$ cat src/sv/hsec_pkg.sv
package hsec_pkg;

	localparam int WORD_W   = 63;
	localparam int SYN_W    = 6;
	localparam int STATUS_W = 2;

	// Request codes
	localparam logic REQ_ENCODE  = 1'b0;
	localparam logic REQ_CORRECT = 1'b1;

	// Status codes
	localparam logic [STATUS_W-1:0] ST_CLEAN     = 2'd0;
	localparam logic [STATUS_W-1:0] ST_FIXED     = 2'd1;
	localparam logic [STATUS_W-1:0] ST_BEYOND    = 2'd2;

	// One classified request between front and back
	typedef struct packed {
		logic              req_type;
		logic [WORD_W-1:0] word;
		logic [SYN_W-1:0]  code_len;
	} entry_t;

	// Place data bits, in order, into the positions that are not powers of two.
	// Position i is bit i-1; the mapping is fixed wiring.
	function automatic logic [WORD_W-1:0] scatter_data(input logic [WORD_W-1:0] data);
		logic [WORD_W-1:0] res;
		int d;
		res = '0;
		d = 0;
		for (int i = 1; i <= WORD_W; i++) begin
			if ((i & (i - 1)) != 0) begin
				res[i-1] = data[d];
				d++;
			end
		end
		return res;
	endfunction

endpackage

$ cat src/sv/hsec_front.sv
module hsec_front #(
	parameter int MAX_PARITY_BITS = 6
) (
	input  logic                        clk,
	input  logic                        arst_n,
	input  logic                        cfg_we,
	input  logic [5:0]                  cfg_wdata,
	input  logic                        start,
	input  logic                        busy,
	input  logic                        req_type,
	input  logic [hsec_pkg::WORD_W-1:0] data_word,
	output logic                        push,
	output hsec_pkg::entry_t            entry
);

	localparam int MAX_K = (1 << MAX_PARITY_BITS) - MAX_PARITY_BITS - 1;

	logic [5:0]                  data_bits_q;
	logic [5:0]                  k_eff;
	logic [2:0]                  par_cnt;
	logic [5:0]                  code_len;
	logic [hsec_pkg::WORD_W-1:0] k_mask;
	logic [hsec_pkg::WORD_W-1:0] n_mask;

	// Hold the data length register
	always_ff @(posedge clk or negedge arst_n) begin
		if (!arst_n) begin
			data_bits_q <= 6'd4;
		end else if (cfg_we) begin
			data_bits_q <= cfg_wdata;
		end
	end

	// Clamp data length, derive parity count and code length
	always_comb begin
		if (data_bits_q == 6'd0) begin
			k_eff = 6'd1;
		end else if (data_bits_q > 6'(MAX_K)) begin
			k_eff = 6'(MAX_K);
		end else begin
			k_eff = data_bits_q;
		end
		par_cnt = 3'd1;
		for (int s = 1; s < MAX_PARITY_BITS; s++) begin
			if ((7'd1 << par_cnt) < (7'(k_eff) + 7'(par_cnt) + 7'd1)) begin
				par_cnt = par_cnt + 3'd1;
			end
		end
		code_len = k_eff + 6'(par_cnt);
	end

	// Build length masks
	always_comb begin
		for (int b = 0; b < hsec_pkg::WORD_W; b++) begin
			k_mask[b] = 6'(b) < k_eff;
			n_mask[b] = 6'(b) < code_len;
		end
	end

	// Classify: scatter data for encode, trim codeword for correct
	always_comb begin
		entry.req_type = req_type;
		entry.code_len = code_len;
		if (req_type == hsec_pkg::REQ_ENCODE) begin
			entry.word = hsec_pkg::scatter_data(data_word & k_mask);
		end else begin
			entry.word = data_word & n_mask;
		end
	end

	assign push = start && !busy;

endmodule

$ cat src/sv/hsec_queue.sv
module hsec_queue (
	input  logic             clk,
	input  logic             arst_n,
	input  logic             push,
	input  hsec_pkg::entry_t push_entry,
	input  logic             pop,
	output hsec_pkg::entry_t head,
	output logic             not_empty,
	output logic             full
);

	hsec_pkg::entry_t slot_q [2];
	logic             wr_ptr_q;
	logic             rd_ptr_q;
	logic [1:0]       count_q;

	// Advance pointers and occupancy
	always_ff @(posedge clk or negedge arst_n) begin
		if (!arst_n) begin
			wr_ptr_q <= 1'b0;
			rd_ptr_q <= 1'b0;
			count_q  <= 2'd0;
		end else begin
			if (push) begin
				wr_ptr_q <= !wr_ptr_q;
			end
			if (pop) begin
				rd_ptr_q <= !rd_ptr_q;
			end
			count_q <= count_q + 2'(push) - 2'(pop);
		end
	end

	// Hold entries
	always_ff @(posedge clk) begin
		if (push) begin
			slot_q[wr_ptr_q] <= push_entry;
		end
	end

	assign head      = slot_q[rd_ptr_q];
	assign not_empty = count_q != 2'd0;
	assign full      = count_q == 2'd2;

endmodule

$ cat src/sv/hsec_back.sv
module hsec_back (
	input  logic                          clk,
	input  logic                          arst_n,
	input  logic                          valid,
	input  hsec_pkg::entry_t              entry,
	output logic                          done,
	output logic [hsec_pkg::WORD_W-1:0]   code_out,
	output logic [hsec_pkg::SYN_W-1:0]    syndrome,
	output logic [hsec_pkg::STATUS_W-1:0] status
);

	logic [hsec_pkg::SYN_W-1:0]    syn;
	logic [hsec_pkg::WORD_W-1:0]   parity_bits;
	logic [hsec_pkg::WORD_W-1:0]   flip;
	logic [hsec_pkg::WORD_W-1:0]   code_d;
	logic [hsec_pkg::SYN_W-1:0]    syn_d;
	logic [hsec_pkg::STATUS_W-1:0] status_d;
	logic                          done_q;
	logic [hsec_pkg::WORD_W-1:0]   code_q;
	logic [hsec_pkg::SYN_W-1:0]    syn_q;
	logic [hsec_pkg::STATUS_W-1:0] status_q;

	// XOR each syndrome bit over positions that have that bit set
	always_comb begin
		for (int j = 0; j < hsec_pkg::SYN_W; j++) begin
			syn[j] = 1'b0;
			for (int i = 1; i <= hsec_pkg::WORD_W; i++) begin
				if (((i >> j) & 1) != 0) begin
					syn[j] = syn[j] ^ entry.word[i-1];
				end
			end
		end
	end

	// Parity placement and single-bit flip vectors
	always_comb begin
		parity_bits = '0;
		for (int j = 0; j < hsec_pkg::SYN_W; j++) begin
			parity_bits[(1 << j) - 1] = syn[j];
		end
		for (int b = 0; b < hsec_pkg::WORD_W; b++) begin
			flip[b] = syn == 6'(b + 1);
		end
	end

	// Finish encode or correct
	always_comb begin
		if (entry.req_type == hsec_pkg::REQ_ENCODE) begin
			code_d   = entry.word | parity_bits;
			syn_d    = '0;
			status_d = hsec_pkg::ST_CLEAN;
		end else begin
			syn_d = syn;
			if (syn == '0) begin
				code_d   = entry.word;
				status_d = hsec_pkg::ST_CLEAN;
			end else if (syn > entry.code_len) begin
				code_d   = entry.word;
				status_d = hsec_pkg::ST_BEYOND;
			end else begin
				code_d   = entry.word ^ flip;
				status_d = hsec_pkg::ST_FIXED;
			end
		end
	end

	// Strobe the result
	always_ff @(posedge clk or negedge arst_n) begin
		if (!arst_n) begin
			done_q <= 1'b0;
		end else begin
			done_q <= valid;
		end
	end

	// Hold result payload
	always_ff @(posedge clk) begin
		if (valid) begin
			code_q   <= code_d;
			syn_q    <= syn_d;
			status_q <= status_d;
		end
	end

	assign done     = done_q;
	assign code_out = code_q;
	assign syndrome = syn_q;
	assign status   = status_q;

endmodule

$ cat src/sv/hamming_sec_encode_correct_top.sv
// Hamming single-error-correcting coder. A request is taken at a clock edge
// with start high and busy low; it is queued, then registered, and shows on
// code_out, syndrome and status for exactly one cycle with done high. The
// receiver cannot stall: one request per cycle goes in and one result per
// cycle comes out, since the back end drains the two-entry queue every cycle,
// so busy stays low in normal use. The front end trims or scatters the word
// by the current data length; the back end runs the syndrome XOR trees and
// sets parity or flips the named bit. Write data_bits only while idle.
module hamming_sec_encode_correct_top #(
	parameter int MAX_PARITY_BITS = 6
) (
	input  logic                          clk,
	input  logic                          arst_n,
	input  logic                          cfg_we,
	input  logic [5:0]                    cfg_wdata,
	input  logic                          start,
	output logic                          busy,
	input  logic                          req_type,
	input  logic [hsec_pkg::WORD_W-1:0]   data_word,
	output logic                          done,
	output logic [hsec_pkg::WORD_W-1:0]   code_out,
	output logic [hsec_pkg::SYN_W-1:0]    syndrome,
	output logic [hsec_pkg::STATUS_W-1:0] status
);

	logic             push;
	hsec_pkg::entry_t push_entry;
	hsec_pkg::entry_t head;
	logic             not_empty;
	logic             full;

	hsec_front #(
		.MAX_PARITY_BITS(MAX_PARITY_BITS)
	) u_front (
		.clk       (clk),
		.arst_n    (arst_n),
		.cfg_we    (cfg_we),
		.cfg_wdata (cfg_wdata),
		.start     (start),
		.busy      (full),
		.req_type  (req_type),
		.data_word (data_word),
		.push      (push),
		.entry     (push_entry)
	);

	hsec_queue u_queue (
		.clk        (clk),
		.arst_n     (arst_n),
		.push       (push),
		.push_entry (push_entry),
		.pop        (not_empty),
		.head       (head),
		.not_empty  (not_empty),
		.full       (full)
	);

	hsec_back u_back (
		.clk      (clk),
		.arst_n   (arst_n),
		.valid    (not_empty),
		.entry    (head),
		.done     (done),
		.code_out (code_out),
		.syndrome (syndrome),
		.status   (status)
	);

	assign busy = full;

endmodule
$ cat config.mk
export PLATFORM = sky130hd
export DESIGN_NAME = hamming_sec_encode_correct_top
export DESIGN_NICKNAME = d
export VERILOG_FILES = /design/src/sv/hsec_pkg.sv /design/src/sv/hsec_front.sv /design/src/sv/hsec_queue.sv /design/src/sv/hsec_back.sv /design/src/sv/hamming_sec_encode_correct_top.sv
export SDC_FILE = /design/constraint.sdc
export NUM_CORES = 1
export LEC_CHECK = 0
export ABC_AREA = 1
export ABC_CLOCK_PERIOD_IN_PS = 29400
export BUFFER_PORTS_ARGS = -buffer_cell sky130_fd_sc_hd__buf_2
export CORE_MARGIN = 5
export CORE_UTILIZATION = 40
export DETAILED_ROUTE_END_ITERATION = 10
export PLACE_DENSITY = 0.54
export SYNTH_ARGS = -nofsm -noshare
export SYNTH_HDL_FRONTEND = slang
export SYNTH_HIERARCHICAL = 1
export SYNTH_SLANG_ARGS = --single-unit
export TNS_END_PERCENT = 30
$ cat constraint.sdc
create_clock -name clk -period 29.4 [get_ports clk]
set_input_delay 1.47 -clock clk [delete_from_list [all_inputs] [get_ports clk]]
set_output_delay 1.47 -clock clk [all_outputs]
set_load 0.005 [all_outputs]
# Word-level counts from Yosys, hierarchy flattened

Memories as Yosys holds them, arrays and structs flattened.
Cells that the tools add are included.

Register bits after elaboration: 82
Output and inout bits: 73
Logic and storage cells: 775
Memories: 1
Bits in writable memories: 140

Add/sub/neg operators: 72
Bitwise operators: 191
Mux-type cells: 238
Order comparisons: 189
Shifts and indexed selects: 4
Equality and inequality tests: 64
Reductions and logical operators: 8

Memories:

| name           | depth | bits a word | read ports | clocked after memory_dff | wr ports | RTL line         | text |
|---|---|---|---|---|---|---|---|
| u_queue.slot_q | 2     | 70          | 1          | 0                        | 1        | hsec_queue.sv:12 | `hsec_pkg::entry_t slot_q [2];` |

Operators with widths:

| cell                    | count |
|---|---|
| $lt A32 B8 Y1 const B   | 56 |
| $mux W32                | 56 |
| $add A32 B2 Y32 const B | 55 |
| $lt A6 B6 Y1 const A    | 62 |
| $bmux W1 S6             | 56 |
| $mux W63                | 4 |
| $eq A6 B6 Y1 const B    | 32 |
| $lt A5 B6 Y1 const A    | 32 |
| $xor A1 B1 Y1           | 186 |
| $and A63 B63 Y63        | 2 |
| $mux W1                 | 114 |
| $eq A6 B5 Y1 const B    | 16 |
| $lt A4 B6 Y1 const A    | 16 |
| $or A63 B32 Y63         | 1 |
| $xor A63 B63 Y63        | 1 |
| $eq A6 B4 Y1 const B    | 8 |
| $lt A3 B6 Y1 const A    | 8 |
| $add A7 B1 Y7 const B   | 5 |
| $lt A7 B7 Y1            | 4 |
| $eq A6 B3 Y1 const B    | 4 |
| $lt A1 B6 Y1 const A    | 4 |
| $lt A2 B6 Y1 const A    | 4 |
| $add A6 B3 Y7           | 3 |
| $shl A1 B3 Y7 const A   | 3 |
| 23 further kinds        | 34 |

# Longest topological paths before layout

Word-level depth: 115
Mapped depth: 71

# By module

Netlist, hierarchy kept.

Modules (own cells, without submodules):

| module     | area an instance (µm²) | cells each | instances |
|---|---|---|---|
| hsec_back  | 6571.3                 | 912        | 1 |
| hsec_queue | 5429.0                 | 390        | 1 |
| hsec_front | 3392.0                 | 586        | 1 |

# Worst setup path after synthesis

No wires, ideal clock.

Path type: reg2reg
From: reg u_front.data_bits_q[4]
To: mem u_queue/slot_q[0][63] in the netlist's numbering (data pin)
Library setup time: 0.260 ns
Required time: 29.140 ns
Cell stages (with the launch flop): 63
Period minus slack after synthesis: 11.548 ns
Arrival: 11.288 ns
Setup slack: 17.852 ns
Cell sequence: dfrtp_1 -> buf_4 -> nand2_1 -> nor2_2 -> inv_2 -> nand2_1 -> inv_1 -> fa_1 -> xor2_1 -> ha_1 -> nand3_1 -> a21oi_1 -> and2_1 -> inv_1 -> ha_1 -> ha_1 -> fa_1 -> ha_1 -> [27 not listed] -> ha_1 -> a21oi_1 -> nor2_1 -> a211oi_1 -> nand3_1 -> nand2_1 -> ha_1 -> inv_1 -> fa_1 -> or2_1 -> a21oi_1 -> xor2_2 -> inv_2 -> nor2_1 -> inv_2 -> nor2_1 -> nand2_1 -> a32o_1

RTL lines:

| item                   | RTL line         | text |
|---|---|---|
| from (decl)            | hsec_front.sv:18 | `logic [5:0] data_bits_q;` |
| from (signal assigned) | hsec_front.sv:30 | `data_bits_q <= cfg_wdata;` |
| to (decl)              | hsec_queue.sv:12 |  |

==> impl_metrics.py <==
metrics = {
    "cts": {
        "path_clk_slew_ns": 0.06,
        "cts_max_path_buffers": 3,
        "numCtsBuffers": 26,
        "cts_setup_buffers": 0,
        "h-tree-depth": 1,
        "worstSkewPairLatency_ns": 0.54,
        "clock-sinks": 222,
        "cts_resized": 0,
        "cts_tree": "built",
        "hold_buffers": 0,
        "cts-root-buf": "clkbuf_16",
    },
    "global_routing": {
        "grt_start_max_net_pins": 112,
        "grt_first_pass_wirelength_um": 75600,
        "grt_usage": 0.237,
        "overflow": 0,
        "grt_antenna_before_repair": 0,
        "grt_pass1_vias": 12300,
    },
    "worst_hold_path": {
        "worstHoldStart": "u_queue/wr_ptr_q",
        "hp-class": "flop to flop",
    },
    "cells_and_area": {
        "area_delta_synth_final_pct": 12.9,
        "layout-drive-gt1-share": 0.151,
        "diodes": 0,
        "nets": 2155,
        "final.fill_count": 3790,
    },
    "placed_design": {
        "place_hpwl_um": 40200,
        "gp_congestion": 1.01,
        "portBuffers": 146,
    },
    "timing": {
        "clock_skew_ns": 0.0117,
        "rsz0062_at_grt": "false",
        "finalSetupTns_ns": 0,
        "holdWs_ns": 0.544,
        "slew_viol_final": 0,
        "min_period_ns": 14.00,
        "setup_viol": 0,
        "fmax_mhz": 71.4,
        "final-hold-violation-count": 0,
        "fin_crit_sh": 0.476,
        "slew_headroom": 0.149,
        "worstMarginPinSlew_ns": 1.26,
    },
    "critical_path": {
        "startpoint_type": "flop",
        "required_ns": 29.66,
        "max_stage_delay_ns": 0.72,
        "critPathArrivalTime_ns": 14.26,
        "crit_path_end_kind": "flop",
        "startpoint": "u_front/data_bits_q[3]",
        "worstSetupPathType": "flop to flop",
        "r2r_start": "u_front/data_bits_q[3]",
        "critical_path.max_fanout": 16,
        "critPathMostFrequentCell": "nand2_1",
        "cp_slowest_cell": "dfrtp_1",
        "rrSetupSlack_ns": 15.40,
    },
    "detailed_routing": {
        "wl_um": 50900,
        "drt_pass1_iterations": 6,
        "drc": 0,
        "drtIter0Drc": 1074,
        "wire_per_inst_um": 19.9,
        "ant_nets": 0,
        "via_per_inst": 5.15,
        "vias": 13200,
    },
    "floorplan": {
        "start_util": 0.407,
        "io_pins": 147,
        "coreArea_um2": 37800,
        "fp.dieH_um": 206,
        "num_rows": 71,
        "die_x_um": 206,
        "die_area_um2": 42500,
    },
    "synth": {
        "async_flop_share": 0.0495,
        "synth_commonest_cells": "504 x nand2_1, 280 x inv_1, 211 x edfxtp_1, 133 x nand3_1, 121 x o21ai_0",
        "seq_area_frac_synth": 0.430,
        "synth_edf_count": 211,
        "synth_cells": 1888,
        "synth_top_area_cell": "edfxtp_1",
        "synth_area_leaders": "edfxtp_1 41%, nand2_1 12%, inv_1 6.8%",
        "avgSynthCellArea_um2": 8.15,
        "yosys.area.top_type_share": 0.412,
        "synth.most_common_cell": "nand2_1",
        "yosysWarnings": 6,
        "ys_seq_elements": 222,
        "ys.flop_type": "edfxtp_1",
        "syn_area_um2": 15400,
        "synthDistinctLibCells": 57,
    },
    "outcome": {
        "status": "finished, final reports clean",
    },
    "run": {
        "maxCapViolations": 0,
    },
}
[cells in the final DEF (no fill, tap or decap), types with 8 or more instances in the layout]
master     synthesis  routed
a21oi_1           18      18
buf_2             22     146
buf_4             12      32
clkbuf_16          0      27
clkinv_1           1       9
conb_1             2      10
dfrtp_1           10       9
edfxtp_1         211     211
ha_1              50      50
inv_1            280     279
inv_2             23      24
nand2_1          504     503
nand2_2           18      17
nand2_4            9      11
nand3_1          133     133
nand3b_1           8       8
nand4_1           61      61
nor2_1           109     108
nor2_2            18      18
o211ai_1          29      29
o21ai_0          121     115
o21ai_1            8      14
o21bai_1           8       8
o31ai_1            8       8
xnor2_1           66      66
xor2_1            50      50
[worst max-delay path, delay by kind of cell (launching register included)]
| family | cells | cell delay (ns) |
|---|---|---|
| adder cells (fa/ha/maj) | 15 | 5.11 |
| AND/OR/NAND/NOR | 22 | 2.96 |
| AO/OA/AOI/OAI | 9 | 2.30 |
| XOR/XNOR | 5 | 1.35 |
| buffers and inverters | 10 | 1.25 |
| flip-flops | 1 | 0.72 |
[state kept, by name (all words and copies together) (netlist names)]
signal and flops:
u_queue/slot_q 140, u_queue/rd_ptr_q 1, u_back/status 2, u_queue/wr_ptr_q 1
u_back/done 1, u_queue/count_q 2, u_front/data_bits_q 6, u_back/syndrome 6
u_back/code_out 63
[final timing paths]
kind / to / cells past startpoint
setup / recovery: u_queue/slot_q[0][45] / 61
hold / removal: u_queue/wr_ptr_q / 1
setup reg to reg: u_queue/slot_q[0][45] / 61
hold reg to reg: u_queue/wr_ptr_q / 1
max in group asynchronous: u_front/data_bits_q[2] / 1
min in group asynchronous: u_front/data_bits_q[0] / 1
[metal layers]
layer	vias to the layer above	track usage	share of wire
li1	6426	-	-
met4	0	0.0998	0.045
met1	6105	0.320	0.44
met5	-	0	0
met3	123	0.0287	0.061
met2	507	0.385	0.46
[cell type report]
class,instances,area (um2),share of cell area
multi-input cells,1293,7160,0.412
inverters,304,1140,0.0656
clock inverters,19,171,0.00986
flip-flops and latches,222,6620,0.381
repair buffers,178,971,0.0559
clock buffers,29,683,0.0393
well taps,511,639,0.0368
[cell families (layout without fill, tap and decap cells)]
| group | after synthesis | count (layout) | share of synthesized area |
|---|---|---|---|
| AOI/OAI and AO/OA | 218 | 218 | 0.0836 |
| buffers and inverters | 381 | 530 | 0.108 |
| and+or+nand+nor | 887 | 887 | 0.257 |
| muxes | 1 | 1 | 0.000732 |
| DFF | 222 | 222 | 0.430 |
| xor gates and xnor gates | 121 | 121 | 0.0720 |
| adders and majority gates | 56 | 56 | 0.0484 |
| other | 2 | 10 | 0.000488 |
[per-stage QoR]
stage	utilization	instances	setup WS, ns	cell area, um2
after global routing	0.459	2556	14.33	17400
final	0.459	2556	15.40	17400
after global placement	0.437	2508	15.70	16500
after floorplan	-	1896	17.85	15400
after CTS	0.459	2556	15.50	17400
after detailed placement	0.437	2508	15.55	16500
Power is left out: the tool's default activity adds up to more than one toggle a clock period on the data nets, which glitch-free logic cannot reach.
